$ cat src/rtl/core/wsp_pkg.sv
// Shared widths, constants and types for the world-to-screen projection pipeline.
// No dependencies; imported by every module under rtl/core.
package wsp_pkg;

   localparam int CoordW   = 32;
   localparam int ProdW    = 48;
   localparam int ClipW    = 50;
   localparam int SizeW    = 14;
   localparam int HalfW    = SizeW + 15;
   localparam int MagSplit = 25;
   localparam int PartW    = MagSplit + HalfW;
   localparam int NumW     = 78;
   localparam int QuotW    = 40;
   localparam int DivW     = 49;
   localparam int TermW    = QuotW + 2;
   localparam int WMinRaw  = 656;

   localparam int DotLat   = 2;
   localparam int ScaleLat = 3;
   localparam int DivLat   = QuotW + 1;
   localparam int PipeLat  = DotLat + ScaleLat + DivLat + 1;

   typedef enum logic [2:0] {
      CSR_ROW0_A, CSR_ROW0_B, CSR_ROW1_A, CSR_ROW1_B,
      CSR_ROW3_A, CSR_ROW3_B, CSR_WIDTH, CSR_HEIGHT
   } csr_index_type;

   typedef struct packed {
      logic             neg;
      logic [QuotW:0]   mag;
   } quot_type;

endpackage

$ cat src/rtl/core/wsp_scale.sv
// Three-stage magnitude and scale: |clip| times half viewport size, split into two products.
// Depends on wsp_pkg.
module wsp_scale import wsp_pkg::*; (
   input  logic                    clock,
   input  logic                    en,
   input  logic signed [ClipW-1:0] clip,
   input  logic signed [ClipW-1:0] w,
   input  logic [HalfW-1:0]        half,
   output logic [NumW-1:0]         num,
   output logic                    neg,
   output logic [DivW-1:0]         den
);

   logic [ClipW-1:0] mag_ff;
   logic [PartW-1:0] plo_ff, phi_ff;
   logic [NumW-1:0]  num_ff;
   logic             neg1_ff, neg2_ff, neg3_ff;
   logic [DivW-1:0]  den1_ff, den2_ff, den3_ff;

   always_ff @(posedge clock) begin
      if (en) begin
         neg1_ff <= clip[ClipW-1];
         mag_ff  <= clip[ClipW-1] ? ClipW'(-clip) : ClipW'(clip);
         den1_ff <= w[DivW-1:0];
         plo_ff  <= PartW'(mag_ff[MagSplit-1:0]) * PartW'(half);
         phi_ff  <= PartW'(mag_ff[ClipW-1:MagSplit]) * PartW'(half);
         neg2_ff <= neg1_ff;
         den2_ff <= den1_ff;
         num_ff  <= NumW'({phi_ff, {MagSplit{1'b0}}}) + NumW'(plo_ff);
         neg3_ff <= neg2_ff;
         den3_ff <= den2_ff;
      end
   end

   assign num = num_ff;
   assign neg = neg3_ff;
   assign den = den3_ff;

endmodule

$ cat config.mk
export PLATFORM = sky130hd
export DESIGN_NAME = wsp_scale
export DESIGN_NICKNAME = d
export VERILOG_FILES = /design/src/rtl/core/wsp_pkg.sv /design/src/rtl/core/wsp_scale.sv
export SDC_FILE = /design/constraint.sdc
export NUM_CORES = 2
export LEC_CHECK = 0
export ABC_AREA = 1
export BUFFER_PORTS_ARGS = -buffer_cell sky130_fd_sc_hd__clkbuf_2
export CAP_MARGIN = 10
export CORE_UTILIZATION = 66
export DETAILED_ROUTE_END_ITERATION = 7
export PLACE_DENSITY_LB_ADDON = 0.1
export SKIP_CTS_REPAIR_TIMING = 1
export SYNTH_ARGS = -nofsm -noshare
export SYNTH_HDL_FRONTEND = slang
export SYNTH_SLANG_ARGS = --single-unit
$ cat constraint.sdc
create_clock -name clock -period 15.9 [get_ports clock]
set_input_delay 1.59 -clock clock [delete_from_list [all_inputs] [get_ports clock]]
set_output_delay 1.59 -clock clock [all_outputs]
set_load 0.02 [all_outputs]
==> run_results.csv <==
group,metric,value,unit
clocking,htreeDepth,2,
global_route,track_usage,37.8,%
global_route,grt_max_degree,112,
finish,syn2layout_area_growth,5.41,%
clocking,clk_latency,620,ps
clocking,cts_buffer_depth,3,
logic_synthesis,syn_nets,10400,
die,placementRows,117,
hold_path,hp-start,"den2_ff[4]",
drt,drtIter0Drc,4451,
global_route,grt_pass1_vias,56600,
die,initial_utilization,66.7,%
finish,drive_gt1_share,5.86,%
logic_synthesis,synth_xor_area_share,1.72,%
timing,period_needed,8310,ps
clocking,cts-root-buf,"clkbuf_16",
die,die-area,104000,um^2
finish,final_common_cell,"inv_1",
global_route,antenna_found_initial,0,
worst_setup_path,cp.required,16230,ps
hold_path,min_path_type,"flip-flop to flip-flop",
logic_synthesis,ys.warnings.count,0,
timing,final-max-slew-violation-count,0,
logic_synthesis,synth.area.top_cells,"fa_1, edfxtp_1, inv_1",
logic_synthesis,synthArstFlopShare,0,%
logic_synthesis,syn_area,68100,um^2
worst_setup_path,start_kind,"input pin",
finish,nFillCells,8451,
die,ios,259,
timing,rsz0062_at_grt,"false",
logic_synthesis,yosys.area.top_type_share,36.4,%
worst_setup_path,r2r_start,"mag_ff[10]",
hold_path,min_to,"den[4]",
clocking,cts_buffers,41,
timing,clock-skew-final,35.2,ps
logic_synthesis,yosys.area_share.simple,19.2,%
logic_synthesis,synth_seq_cells,385,
finish,diodes,0,
drt,dr.pass1.iters,8,
timing,tightest_slew,1030,ps
global_route,grt_pass1_wl,301000,um
timing,finalHoldViolCount,0,
hold_path,holdPathStages,0,
clocking,clk_pin_slew,60,ps
die,coreArea,102000,um^2
logic_synthesis,synth_cells,8652,
worst_setup_path,arrival,8640,ps
worst_setup_path,r2r_cells,20,
timing,fin_crit_sh,52.2,%
logic_synthesis,synth_cell_type_count,41,
worst_setup_path,end_kind,"flip-flop",
drt,totalWireLength,188000,um
placed_design,dpl.hpwl,143000,um
worst_setup_path,rrSetupSlack,8730,ps
logic_synthesis,synth_top_cell_by_area,"fa_1",
drt,final_antenna_net_count,0,
drt,viasPerCell,5.33,
clocking,cts_tree,"built",
die,chipWidth,323,um
timing,tns,0,ps
global_route,overflow,0,
flow_run,drv_cap,0,
outcome,outcome,"finished clean",
logic_synthesis,syn_avg_cell_area,7.87,um^2
worst_setup_path,worstSetupPathType,"input pin to flip-flop",
logic_synthesis,synth_top_family_by_area,"adder cells",
timing,fmax,120,MHz
logic_synthesis,synth_compound_area_share,1.54,%
logic_synthesis,synth-adder-area-share,43.8,%
timing,setup_viol,0,
worst_setup_path,critPathMaxFanout,39,
logic_synthesis,synth_top_flop_cell,"edfxtp_1",
clocking,cts.sinks,385,
drt,wl_per_cell,18.7,um
die,dieHeight,323,um
logic_synthesis,muxShareOfSynthArea,0,%
logic_synthesis,synth_edf_count,385,
drt,routed-via-count,53900,
finish,layout_common_cells,"inv_1, nand2_1, fa_1",
timing,maxSlewHeadroom,31.6,%
logic_synthesis,ys_seq_area_share,17.0,%
drt,drc,0,
placed_design,gp_congestion,0.991,
finish,final_nets,10500,
placed_design,io_buffers,257,
worst_setup_path,reg2reg_to,"plo_ff[38]",
==> cell usage after synthesis, types with 4 or more instances <==
library cell and instances:
nor2_1 269, nand4_1 58, inv_2 15, nand2_2 33, o21ai_1 4, nor3_1 28
clkbuf_1 305, xnor2_1 37, a21o_1 4, nand3_2 12, nor3_2 9, buf_1 25
nor2_2 37, nand3b_1 7, inv_1 2690, fa_1 1236, xor2_1 97, a21oi_1 120
and2_1 7, o21ai_0 49, nor4_1 9, and3_1 6, o21bai_1 11, ha_1 403
nand2_1 2603, nand3_1 174, edfxtp_1 385
==> logic make-up after synthesis <==
family                     count (synthesis)
adders and majority gates               1639
DFF                                      385
AOI/OAI and AO/OA                        196
xor gates and xnor gates                 134
buffers and inverters                   3038
and+or+nand+nor                         3260
==> cell type report <==
cell class                      instances  area (um^2)  share of cell area [%]
Clock buffer                           53         1090                    1.52
Clock inverter                         21          190                   0.265
Inverter                             2707        10200                    14.2
Multi-Input combinational cell       5229        45100                    62.9
Sequential cell                       385        11600                    16.1
Tap cell                             1368         1710                    2.39
Timing Repair Buffer                  341         1930                    2.69
==> routing by layer <==
layer  up-vias  GRT usage, %  share of wire, %
met5         -             0                 0
li1      24500             -                 -
met1     25900          50.8                39
met2      2916          60.0                45
met3       530          8.60                11
met4         0          14.6               4.4
==> registers in the layout (all words and copies together), names as in the netlist <==
signal / flops
den: 49
neg2_ff: 1
plo_ff: 54
neg1_ff: 1
phi_ff: 53
mag_ff: 50
num: 78
den1_ff: 49
neg: 1
den2_ff: 49
==> worst max-delay path by stage <==
stage,startpoint,end,slack [ps],depth (start not counted)
global placement,half[19],plo_ff[38],7310,21
finish,half[19],plo_ff[38],7590,21
detailed placement,half[19],plo_ff[38],7160,21
CTS,half[19],plo_ff[38],7790,21
floorplan,half[28],phi_ff[50],8660,27
global route,half[19],plo_ff[38],7420,21
==> worst max-delay path, stage by stage <==
cell and delay (ps):
clkbuf_2 360, buf_4 730, nand2_1 210, fa_1 550, fa_1 570, inv_1 60
fa_1 480, fa_1 570, fa_1 430, fa_1 500, inv_1 50, fa_1 630
inv_1 80, ha_1 500, nand2_1 150, nor2_1 150, inv_1 100, nor3_1 420
nand4_1 200, nand4_1 140, nand2_1 120
==> stage by stage <==
step,cell area (um^2),std cells,hold WS (ps),util [%],setup WS (ps)
2_1_floorplan,68100,8652,400,-,8660
4_1_cts,71700,10100,401,70.3,7790
3_3_place_gp,70500,10000,400,69.1,7310
3_5_place_dp,70500,10000,405,69.1,7160
5_1_grt,71700,10100,403,70.3,7420
6_report,71700,10100,397,70.3,7590
Power is not shown: default switching activity piles up to over one toggle a cycle in this logic, so the estimate is an artifact.
